### config.mk
export PLATFORM = sky130hd
export DESIGN_NAME = pltsc_log2
export DESIGN_NICKNAME = d
export VERILOG_FILES = /design/src/rtl/pltsc_pkg.sv /design/src/rtl/pltsc_log2.sv
export SDC_FILE = /design/constraint.sdc
export NUM_CORES = 2
export LEC_CHECK = 0
export BUFFER_PORTS_ARGS = -buffer_cell sky130_fd_sc_hd__buf_2
export CAP_MARGIN = 5
export CELL_PAD_IN_SITES_DETAIL_PLACEMENT = 1
export CELL_PAD_IN_SITES_GLOBAL_PLACEMENT = 1
export CORE_MARGIN = 2
export CORE_UTILIZATION = 40
export DETAILED_ROUTE_END_ITERATION = 10
export GPL_TIMING_DRIVEN = 0
export PLACE_DENSITY_LB_ADDON = 0.1
export SLEW_MARGIN = 20
export SYNTH_ARGS = -nofsm -noshare
export SYNTH_HDL_FRONTEND = slang
export SYNTH_SLANG_ARGS = --single-unit
### constraint.sdc
create_clock -name clk_i -period 22.2 [get_ports clk_i]
set_clock_uncertainty 0.2 [all_clocks]
set_input_delay 3.33 -clock clk_i [delete_from_list [all_inputs] [get_ports clk_i]]
set_output_delay 3.33 -clock clk_i [all_outputs]
set_load 0.005 [all_outputs]
### src/rtl/pltsc_pkg.sv
// Shared types and constants for the pitch/level to shimmer color block.
package pltsc_pkg;

  localparam int unsigned LogW  = 20;   // log2 result: 4 integer bits, 16 fraction bits
  localparam int unsigned DvdW  = 37;   // divider dividend width
  localparam int unsigned DvsW  = 20;   // divider divisor width
  localparam int unsigned QuoW  = 17;   // divider quotient width

  localparam logic [11:0]        DefMinHz   = 12'd100;
  localparam logic [11:0]        DefMaxHz   = 12'd1000;
  localparam logic signed [15:0] DefFloorDb = -16'sd9728;
  localparam logic signed [15:0] DefCeilDb  = -16'sd5120;
  localparam logic [7:0]         DefBright  = 8'd255;
  localparam logic [20:0]        QtoneUpQ20 = 21'd1063828;
  localparam logic [20:0]        QtoneDnQ20 = 21'd1033543;
  localparam int unsigned        DefRefreshMs = 300;

  typedef enum logic [2:0] {
    CFG_RANGE_MIN  = 3'd0,
    CFG_RANGE_MAX  = 3'd1,
    CFG_BRIGHT_MIN = 3'd2,
    CFG_BRIGHT_MAX = 3'd3,
    CFG_FLOOR      = 3'd4,
    CFG_CEILING    = 3'd5,
    CFG_HUE_LOW    = 3'd6,
    CFG_HUE_HIGH   = 3'd7
  } cfg_idx_e;

  typedef enum logic [3:0] {
    ST_IDLE,
    ST_EVAL,
    ST_LOG_LO,
    ST_LOG_HI,
    ST_LOG_P,
    ST_DIV_S,
    ST_HUE,
    ST_BRT1,
    ST_BRT2,
    ST_DIV_B,
    ST_FIN
  } seq_state_e;

endpackage

### src/rtl/pltsc_log2.sv
// Iterative log2 unit: Q16 result, one mantissa squaring per cycle.
module pltsc_log2 import pltsc_pkg::*; (
  input  logic            clk_i,
  input  logic            rst_ni,
  input  logic            start_i,
  input  logic [15:0]     x_i,
  output logic            done_o,
  output logic [LogW-1:0] result_o
);

  logic        busy_q, busy_d, done_q, done_d;
  logic [3:0]  cnt_q, cnt_d, n_q, n_d, n_c;
  logic [30:0] m_q, m_d;
  logic [15:0] frac_q, frac_d;
  logic [61:0] sq;
  logic [31:0] sh;

  always_comb begin
    n_c = '0;
    for (int i = 1; i < 16; i++) begin
      if (x_i[i]) n_c = 4'(i);
    end
  end

  assign sq = m_q * m_q;
  assign sh = sq[61:30];

  always_comb begin
    busy_d = busy_q;
    done_d = 1'b0;
    cnt_d  = cnt_q;
    n_d    = n_q;
    m_d    = m_q;
    frac_d = frac_q;
    if (start_i) begin
      busy_d = 1'b1;
      cnt_d  = '0;
      n_d    = n_c;
      m_d    = 31'({15'b0, x_i} << (5'd30 - {1'b0, n_c}));
      frac_d = '0;
    end else if (busy_q) begin
      if (sh[31]) begin
        m_d    = sh[31:1];
        frac_d = {frac_q[14:0], 1'b1};
      end else begin
        m_d    = sh[30:0];
        frac_d = {frac_q[14:0], 1'b0};
      end
      cnt_d = cnt_q + 4'd1;
      if (cnt_q == 4'd15) begin
        busy_d = 1'b0;
        done_d = 1'b1;
      end
    end
  end

  always_ff @(posedge clk_i or negedge rst_ni) begin
    if (!rst_ni) begin
      busy_q <= 1'b0;
      done_q <= 1'b0;
      cnt_q  <= '0;
    end else begin
      busy_q <= busy_d;
      done_q <= done_d;
      cnt_q  <= cnt_d;
    end
  end

  always_ff @(posedge clk_i) begin
    n_q    <= n_d;
    m_q    <= m_d;
    frac_q <= frac_d;
  end

  assign done_o   = done_q;
  assign result_o = {n_q, frac_q};

endmodule

==> out/summary.txt <==
Routability Congestion - 0.940
hold-fix buffers at CTS - 0
row count - 101
commonest cells in the netlist - inv_1, fa_1, nand2_1
r2r setup slk - 11.19 ns
Synth area leaders - fa_1, inv_1, ha_1
Top Ports - 40
max-cap violation count - 0
Synth Flop Type - edfxtp_1
CP required - 22.09 ns
Final min period - 11.01 ns
setup TNS - 0 ns
synth warn - 0
fillers - 8735
Slew headroom - 16.8%
Post-Route WL - 110000 um
DR vias - 22500
Worst path max stage delay - 0.99 ns
Netlist Area Pre-Place - 0.0305 mm^2
CP max-delay cell - nor4bb_1
Arr. time, crit path - 10.90 ns
CP Launch Type - flop
CTS Buffer Depth - 2
routing usage on met1 - 37.5%
worst-skew pair later-pin latency - 0.34 ns
Initial Util - 40.2%
post-synth top area cell - fa_1
distinct cell type count after synthesis - 84
worst reg2reg path depth - 28
sequential fraction of the synthesis area - 4.99%
initial antenna violation count - 9
Initial DRC Count - 1284
Setup Fix Bufs, Post-CTS - 0
vias per cell - 5.25
critical path class - flop to flop
CTS tree - yes
layout cells sized above 1 - 3.49%
largest net degree at the start of global routing - 32
Antenna Violating Nets Remaining - 0
DP Wirelength - 92400 um
share of the synthesized area in the top cell type - 49.1%
CTS resizes - 0
CTS H-tree depth - 3
Seq cells post-synth - 57
synthesized instance count - 3243
met2 usage - 50.7%
GRT Max-Usage Layer - met2
count leader, synth - inv_1
GR Util met3 - 3.08%
Tot GR Track Use - 29.2%
syn_nets - 4278
maximum clock rate - 0.0908 GHz
die height - 280 um
FFs w/ async S/R, synth - 10.5%
Area growth, synth to finish - 5.82%
Syn Area/Cell - 9.39 um^2
Root Buffer Master - clkbuf_16
Final period util - 49.6%
DRC Markers - 0
hold crit path type - flop to flop
first-pass GRT wire length - 167000 um
drt first pass iters - 6
vias in the first global route - 26400
final setup vio count - 0
# nets final - 4329
final hold vios - 0
EDFF count, synth - 35
Port-buffer cells - 38
peak fanout along the critical path - 10
CTS clk-pin slew, worst paths - 0.05 ns
final global-route overflow total - 0
drt wl/cell - 25.6 um
crit end category - flop
Die X - 280 um
unrepaired setup endpoints after global routing - no
fin. max-slew vios - 0
run status - finished clean
hold path cells - 2
Core Area - 0.0757 mm^2
Clock Sinks - 57
Slew @ Worst Pin - 1.25 ns
TritonCTS Buffers - 9
Die ar. - 0.0784 mm^2
CP most frequent cell - fa_1
==> registers in the layout (all words and copies together), names as in the netlist <==
register / count
m_q: 31
busy_q: 1
frac_q: 16
cnt_q: 4
done_o: 1
n_q: 4
==> critical path: cells and delay by family, from the launching register on <==
family	cells	cell delay, ns
adder cells (fa/ha/maj)	9	4.24
buffers and inverters	8	2.40
AND/OR/NAND/NOR	7	2.22
AO/OA/AOI/OAI	4	0.95
flip-flops	1	0.71
==> cell usage in the layout (no fill, tap or decap), types with 9 or more instances in the layout <==
cell type	synthesis	final
fa_1	747	747
a21o_1	31	31
edfxtp_1	35	35
clkbuf_16	0	9
nand4_1	10	10
nand3_1	23	23
and3_1	11	11
a31oi_1	11	11
nand2_1	322	322
a21oi_1	81	81
nor3_1	11	11
xnor2_1	33	33
nor2b_1	14	14
mux2i_1	58	58
and2_1	197	197
xor2_1	27	27
o21bai_1	14	14
inv_1	915	915
o21ai_0	38	38
buf_2	3	41
nor2_1	89	89
clkbuf_2	1	17
o22ai_1	14	14
dfxtp_1	16	16
clkbuf_1	123	110
ha_1	269	269
==> final timing paths <==
path,startpoint,to
min in group asynchronous,rst_ni,done_o
max in group asynchronous,rst_ni,cnt_q[0]
max,m_q[13],m_q[24]
min reg2reg,frac_q[7],frac_q[7]
max reg2reg,m_q[13],m_q[24]
min,frac_q[7],frac_q[7]
==> routing by layer <==
metal	routed length (um)	up-vias
li1	-	9737
met2	54300	649
met4	4960	2
met1	44700	11900
met3	5560	172
met5	11	-
==> through the flow <==
step / hold WS [ns] / instance area, um^2 / setup slack (ns) / std cells / utilization [%]
3_3_place_gp: 0.272 / 31900 / 11.11 / 4259 / 42.1
6_report: 0.325 / 32200 / 11.19 / 4278 / 42.6
4_1_cts: 0.328 / 32200 / 11.29 / 4276 / 42.6
3_5_place_dp: 0.314 / 31900 / 11.31 / 4260 / 42.2
2_1_floorplan: 0.285 / 30500 / 13.94 / 3243 / -
5_1_grt: 0.350 / 32200 / 10.73 / 4277 / 42.6
==> layout make-up <==
cell class	count	area, um^2	area share (%)
diodes	1	2.50	0.00776
multi-input cells	2136	25000	77.5
inverters	916	3440	10.7
clock inverters	2	35.0	0.109
flip-flops and latches	57	1520	4.72
repair buffers	40	216	0.671
plain buffers	134	539	1.67
well taps	978	1220	3.80
clock buffers	14	274	0.850
==> cells by family after synthesis <==
| group | Yosys count | synth area share, % |
|---|---|---|
| mux | 71 | 2.61 |
| compound gates | 281 | 6.36 |
| fa+ha+maj | 1016 | 60.1 |
| xor+xnor | 61 | 1.82 |
| flops | 57 | 4.99 |
| buf+inv | 1050 | 13.0 |
| simple gates | 707 | 11.1 |
Power is left out: the tool's default activity adds up to more than one toggle a clock period on the data nets, which glitch-free logic cannot reach.
