### config.mk
export PLATFORM = sky130hd
export DESIGN_NAME = pltsc_div
export DESIGN_NICKNAME = d
export VERILOG_FILES = /design/src/rtl/pltsc_pkg.sv /design/src/rtl/pltsc_div.sv
export SDC_FILE = /design/constraint.sdc
export NUM_CORES = 1
export LEC_CHECK = 0
export BUFFER_PORTS_ARGS = -buffer_cell sky130_fd_sc_hd__buf_2
export CORE_MARGIN = 2
export CORE_UTILIZATION = 59
export CTS_CLUSTER_SIZE = 16
export DETAILED_ROUTE_END_ITERATION = 16
export PLACE_DENSITY = 0.78
export SYNTH_ARGS = -nofsm -noshare
export SYNTH_HDL_FRONTEND = slang
export SYNTH_SLANG_ARGS = --single-unit
### constraint.sdc
create_clock -name clk_i -period 5.8 [get_ports clk_i]
set_clock_uncertainty 0.2 [all_clocks]
set_input_delay 0.58 -clock clk_i [delete_from_list [all_inputs] [get_ports clk_i]]
set_output_delay 0.58 -clock clk_i [all_outputs]
set_load 0.1 [all_outputs]
### src/rtl/pltsc_pkg.sv
// Shared types and constants for the pitch/level to shimmer color block.
package pltsc_pkg;

  localparam int unsigned LogW  = 20;   // log2 result: 4 integer bits, 16 fraction bits
  localparam int unsigned DvdW  = 37;   // divider dividend width
  localparam int unsigned DvsW  = 20;   // divider divisor width
  localparam int unsigned QuoW  = 17;   // divider quotient width

  localparam logic [11:0]        DefMinHz   = 12'd100;
  localparam logic [11:0]        DefMaxHz   = 12'd1000;
  localparam logic signed [15:0] DefFloorDb = -16'sd9728;
  localparam logic signed [15:0] DefCeilDb  = -16'sd5120;
  localparam logic [7:0]         DefBright  = 8'd255;
  localparam logic [20:0]        QtoneUpQ20 = 21'd1063828;
  localparam logic [20:0]        QtoneDnQ20 = 21'd1033543;
  localparam int unsigned        DefRefreshMs = 300;

  typedef enum logic [2:0] {
    CFG_RANGE_MIN  = 3'd0,
    CFG_RANGE_MAX  = 3'd1,
    CFG_BRIGHT_MIN = 3'd2,
    CFG_BRIGHT_MAX = 3'd3,
    CFG_FLOOR      = 3'd4,
    CFG_CEILING    = 3'd5,
    CFG_HUE_LOW    = 3'd6,
    CFG_HUE_HIGH   = 3'd7
  } cfg_idx_e;

  typedef enum logic [3:0] {
    ST_IDLE,
    ST_EVAL,
    ST_LOG_LO,
    ST_LOG_HI,
    ST_LOG_P,
    ST_DIV_S,
    ST_HUE,
    ST_BRT1,
    ST_BRT2,
    ST_DIV_B,
    ST_FIN
  } seq_state_e;

endpackage

### src/rtl/pltsc_div.sv
// Restoring divider, one quotient bit per cycle.
module pltsc_div import pltsc_pkg::*; (
  input  logic            clk_i,
  input  logic            rst_ni,
  input  logic            start_i,
  input  logic [DvdW-1:0] dividend_i,
  input  logic [DvsW-1:0] divisor_i,
  output logic            done_o,
  output logic [QuoW-1:0] quotient_o
);

  logic            busy_q, busy_d, done_q, done_d;
  logic [4:0]      cnt_q, cnt_d;
  logic [DvdW-1:0] rem_q, rem_d, trial;
  logic [DvsW-1:0] dvs_q, dvs_d;
  logic [QuoW-1:0] quo_q, quo_d;

  assign trial = DvdW'(dvs_q) << cnt_q;

  always_comb begin
    busy_d = busy_q;
    done_d = 1'b0;
    cnt_d  = cnt_q;
    rem_d  = rem_q;
    dvs_d  = dvs_q;
    quo_d  = quo_q;
    if (start_i) begin
      busy_d = 1'b1;
      cnt_d  = 5'(QuoW - 1);
      rem_d  = dividend_i;
      dvs_d  = divisor_i;
      quo_d  = '0;
    end else if (busy_q) begin
      if (rem_q >= trial) begin
        rem_d = rem_q - trial;
        quo_d[cnt_q] = 1'b1;
      end
      cnt_d = cnt_q - 5'd1;
      if (cnt_q == 5'd0) begin
        busy_d = 1'b0;
        done_d = 1'b1;
      end
    end
  end

  always_ff @(posedge clk_i or negedge rst_ni) begin
    if (!rst_ni) begin
      busy_q <= 1'b0;
      done_q <= 1'b0;
      cnt_q  <= '0;
    end else begin
      busy_q <= busy_d;
      done_q <= done_d;
      cnt_q  <= cnt_d;
    end
  end

  always_ff @(posedge clk_i) begin
    rem_q <= rem_d;
    dvs_q <= dvs_d;
    quo_q <= quo_d;
  end

  assign done_o     = done_q;
  assign quotient_o = quo_q;

endmodule

==> results of run 1 <==
sequential cells by signal (all words and copies together) (netlist names):
register	flops
busy_q	1
cnt_q	5
done_o	1
dvs_q	20
quotient_o	17
rem_q	37
area by class of cell:
type / count / area share, %
clock buffer: 10 / 1.87
clock inverter: 6 / 0.588
inverter: 18 / 0.992
multi-input combinational: 547 / 54.4
sequential: 81 / 32.7
tap: 136 / 2.50
timing repair buffer: 86 / 6.91
cells in the final DEF, fill, tap and decap left out, drive strengths merged, types with 5 or more instances in the layout:
master   n
xor2    16
edfxtp  57
a22oi    6
a21oi   55
clkbuf  10
nor2b   13
and2     5
mux4     5
mux2    10
a21o    19
nand2b  13
xnor2   20
mux2i   18
ha      41
o21ai   69
a31oi   11
a41oi   12
nor2    58
nand2   82
nand3    9
dfxtp   17
buf     85
a211oi   7
nor3     6
dfrtp    7
nand4   10
inv     22
and3     6
o21a     5
nor3b    7
through the flow:
stage	hold WS [ns]	utilization (%)	instance area, um2	std cells	setup WS [ns]
6_report	0.170	66.3	6810	884	0.580
5_1_grt	0.156	66.3	6810	884	0.238
4_1_cts	0.163	66.3	6810	884	0.618
3_5_place_dp	0.228	64.5	6630	867	0.642
3_3_place_gp	0.229	64.5	6630	867	0.739
2_1_floorplan	0.0844	-	6210	689	0.805
critical path, delay by kind of cell (launching register included):
kind | cells | cell delay, ns
AND/OR/NAND/NOR | 3 | 0.57
buffers and inverters | 2 | 0.53
flip-flops | 1 | 0.60
adder cells (fa/ha/maj) | 1 | 0.38
AO/OA/AOI/OAI | 7 | 1.78
multiplexers | 2 | 0.88
layer usage:
metal	track usage [%]	wire [um]
met4	11.4	464
met3	6.99	1120
met5	0	0
met1	37.4	6870
met2	44.9	7090
final timing paths:
check,start,end,cells after the start
max in group asynchronous,rst_ni,busy_q,2
setup / recovery,cnt_q[0],rem_q[13],15
setup reg to reg,cnt_q[0],rem_q[13],15
hold / removal,divisor_i[3],dvs_q[3],1
min in group asynchronous,rst_ni,done_o,2
hold reg to reg,quotient_o[15],quotient_o[15],2
cells by family after synthesis:
logic type               after synthesis  share of synthesized area (%)
buffers and inverters                 61                           4.49
adder cells (fa/ha/maj)               42                           8.58
AO/OA/AOI/OAI                        219                           23.1
XOR/XNOR                              36                           5.07
AND/OR/NAND/NOR                      217                           16.4
multiplexers                          33                           6.52
flip-flops                            81                           35.8
what timing repair did:
item | CTS | global route
endpoints found under the hold margin | 7 | 0
hold buffers | 1 | 0
endpoints found under the setup margin | 0 | 0
==> results.yml, run 1 <==
timing:
  worst_slew_pin_slew_ns: 0.790
  max_freq_mhz: 192
  min_period_over_period_pct: 90.0
  slew-limit-headroom_pct: 47.3
  slew_violations: 0
  finalSetupViolCount: 0
  setup_tns_ns: 0
  post-route-min-period_ns: 5.22
  rsz0062_at_grt: "false"
  hold_violations: 0
floorplanning:
  top_level_ports: 78
  die_width_um: 107
  rows: 37
  die_h_um: 107
  core_um2: 10300
  start_util_pct: 60.5
  die_area_um2: 11400
finish:
  antenna_cells: 0
  seqCellArea_um2: 2230
  multi_input_area_um2: 3710
  syn2layout_area_growth_pct: 9.61
  n_fill_cell: 889
  final_nets: 845
  drive_gt1_share_pct: 18.0
critical_path:
  cp_cell_sequence: "buf_4 > mux4_2 > mux2_2 > nor2_1 > a21oi_1 > a22oi_1 > ha_1 > nor2b_1 > o21a_1 > a2111oi_1 > or2b_1 > o211ai_4 > o211ai_4 > a21o_2 > buf_12"
  crit_path_max_fanout: 37
  r2r_slack_ns: 0.58
  cp-end-kind: "flip-flop"
  crit_arrival_ns: 5.14
  worstPathRequired_ns: 5.73
  crit_type: "reg -> reg"
  path_common_cell: "o211ai_4"
  crit_path_start_kind: "flip-flop"
  critical-path-max-stage-delay_ns: 0.60
  cp_slowest_cell: "dfrtp_1"
grt:
  grt_antenna_before_repair: 0
  grt_pass1_wl_um: 25200
  grt_pass1_vias: 5161
  grt_max_degree: 71
  overflow: 0
  gr-usage-all-layers_pct: 28.3
yosys:
  synth_common_cells: "nand2_1 (82), o21ai_0 (66), nor2_1 (58)"
  yosys-top-cells-area: "edfxtp_1 (28%), ha_1 (8.3%), dfxtp_1 (5.5%)"
  synth-seq-area-share_pct: 35.8
  synth_edf_count: 57
  async_flop_share_pct: 8.64
  yosysMostFrequentCell: "nand2_1"
  synth_fp_nets: 791
  yosysWarnings: 0
  netlist_area_um2: 6210
  synth_top_area_share_pct: 27.5
  ys_ff_latch: 81
  ys.flop_type: "edfxtp_1"
  yosysTopAreaCell: "edfxtp_1"
  syn_avg_cell_area_um2: 9.02
  synth.distinct_cells: 71
  synth_cells: 689
clocking:
  post_cts_buffers: 0
  numCtsBuffers: 9
  root_buffer: "clkbuf_8"
  ctsResizeCount: 0
  clockBufferDepth: 2
  cts_sinks: 81
  cts_tree: "built"
  clk_pin_slew_ns: 0.09
  clock_insertion_delay_worst_skew_ns: 0.38
  h-tree-depth: 3
drt:
  wl_um: 15500
  firstDrtPassIters: 5
  viasPerCell: 6.18
  wl_per_cell_um: 17.6
  drtAntennaViolNets: 0
  num_vias: 5461
  route.detailed.drc: 0
  initialDrtViolationCount: 402
worst_hold_path:
  hold_class: "in -> reg"
placement:
  io_buffers: 77
  gp_congestion: 0.968
  dp_hpwl_um: 11600
status:
  outcome: "complete, no violations"
flow_run:
  drv_cap: 0
Power of run 1 is not shown: default switching activity piles up to over one toggle a cycle in this logic, so the estimate is an artifact.
==> run 2, diff against run 1 <==
==> constraint.sdc (replaced) <==
create_clock -name clk_i -period 5.5 [get_ports clk_i]
set_clock_uncertainty 0.2 [all_clocks]
set_input_delay 0.55 -clock clk_i [delete_from_list [all_inputs] [get_ports clk_i]]
set_output_delay 0.55 -clock clk_i [all_outputs]
set_load 0.1 [all_outputs]
==> run 2 against run 1 <==
Effect of this change: sequential share of layout area is 0.10 points lower; first-iteration DRC count is 39% higher; die area is the same; count of clock-buffer cells in the layout is the same; fmax grew 1.5%; design area is 0.42% higher; critical path depth grew 1; non-clock buffer count is 1 higher; wire length fell by 0.20%; global-route usage is 0.45 points higher.
==> results.yml, run 2 (synthesized netlist as in run 1, its figures left out) <==
timing:
  max_freq_mhz: 195
  post-route-min-period_ns: 5.14
  setup_tns_ns: 0
  hold_violations: 0
  min_period_over_period_pct: 93.5
  slew_violations: 0
  slew-limit-headroom_pct: 48.6
  rsz0062_at_grt: "false"
  finalSetupViolCount: 0
  worst_slew_pin_slew_ns: 0.768
  hold_slack_ns: 0.127
critical_path:
  path_delay_family: "compound AO/OA/AOI/OAI gates"
  r2r_slack_ns: 0.36
  worstPathRequired_ns: 5.44
  cp_slowest_cell: "dfrtp_2"
  crit_path_max_fanout: 37
  crit_type: "reg -> reg"
  crit_path_start_kind: "flip-flop"
  critical-path-max-stage-delay_ns: 0.71
  crit_buf_inv: 1
  cp_cell_sequence: "mux2_2 > o21ai_0 > o32ai_1 > nand2_1 > o21ai_0 > a22oi_1 > ha_1 > a21oi_2 > nor2b_1 > o21a_1 > a2111oi_1 > or2b_1 > o211ai_4 > o211ai_4 > a21o_2 > buf_12"
  crit_arrival_ns: 5.08
  cp-end-kind: "flip-flop"
floorplanning:
  rows: 37
  top_level_ports: 78
  die_h_um: 107
  start_util_pct: 60.5
  core_um2: 10300
  die_area_um2: 11400
  die_width_um: 107
finish:
  final_common_cell: "nand2_1"
  multi_input_area_um2: 3710
  antenna_cells: 0
  drive_gt1_share_pct: 18.6
  n_fill_cell: 845
  final_nets: 846
  seqCellArea_um2: 2230
  largest_reg_flops: 37
  layout_common_cells: "nand2_1 (82), buf_2 (76), o21ai_0 (66)"
  syn2layout_area_growth_pct: 10.1
  stdcell_count: 885
  largest_register: "rem_q"
  design_area_um2: 6840
drt:
  num_vias: 5478
  wl_per_cell_um: 17.5
  initialDrtViolationCount: 558
  viasPerCell: 6.19
  drtAntennaViolNets: 0
  route.detailed.drc: 0
  wl_um: 15500
  firstDrtPassIters: 5
grt:
  grt_pass1_wl_um: 25600
  grt_max_degree: 66
  met2_usage_pct: 45.5
  grt_pass1_vias: 5146
  top_usage_layer: "met2"
  overflow: 0
  grt_use_met1_pct: 39.3
  met3_usage_pct: 6.14
  grt_antenna_before_repair: 0
  gr-usage-all-layers_pct: 28.8
placement:
  dp_hpwl_um: 11700
  post_dp_cell_area_um2: 6640
  place_inst: 868
  gp_congestion: 0.968
  io_buffers: 77
flow_run:
  drv_cap: 0
status:
  outcome: "complete, no violations"
worst_hold_path:
  hold_class: "in -> reg"
clocking:
  root_buffer: "clkbuf_8"
  clk_pin_slew_ns: 0.09
  cts_sinks: 81
  cts_tree: "built"
  post_cts_buffers: 0
  clockBufferDepth: 2
  numCtsBuffers: 9
  h-tree-depth: 3
  clock_insertion_delay_worst_skew_ns: 0.39
## run 2: through the flow
stage	worst slack, ns	utilization, %
global placement	0.249	64.6
detailed placement	0.113	64.6
floorplan	0.505	-
finish	0.359	66.5
global route	0.0638	66.5
CTS	0.0853	66.5
## run 2: area by class of cell
type / count / area share (%)
repair buffers: 87 / 6.99
multi-input cells: 547 / 54.2
clock inverters: 6 / 0.714
well taps: 136 / 2.49
inverters: 18 / 0.988
flip-flops and latches: 81 / 32.6
clock buffers: 10 / 2.01
## run 2: what timing repair did
item,in CTS,in global routing
hold buffers,1,0
resized for setup,0,2
setup endpoints to repair,0,38
endpoints found under the hold margin,7,0
## run 2: routing by layer
metal,routed length (um),vias to the layer above
li1,-,2664
met1,6860,2539
met2,7220,237
met3,1020,38
met4,412,0
met5,0,-
## run 2: worst paths after layout
check / endpoint / cells past startpoint / from
setup / recovery: rem_q[14] / 16 / cnt_q[0]
hold / removal: dvs_q[2] / 1 / divisor_i[2]
setup reg to reg: rem_q[14] / 16 / cnt_q[0]
hold reg to reg: quotient_o[15] / 2 / quotient_o[15]
max in group asynchronous: cnt_q[1] / 2 / rst_ni
min in group asynchronous: done_o / 2 / rst_ni
Power of run 2 is left out for the same reason.
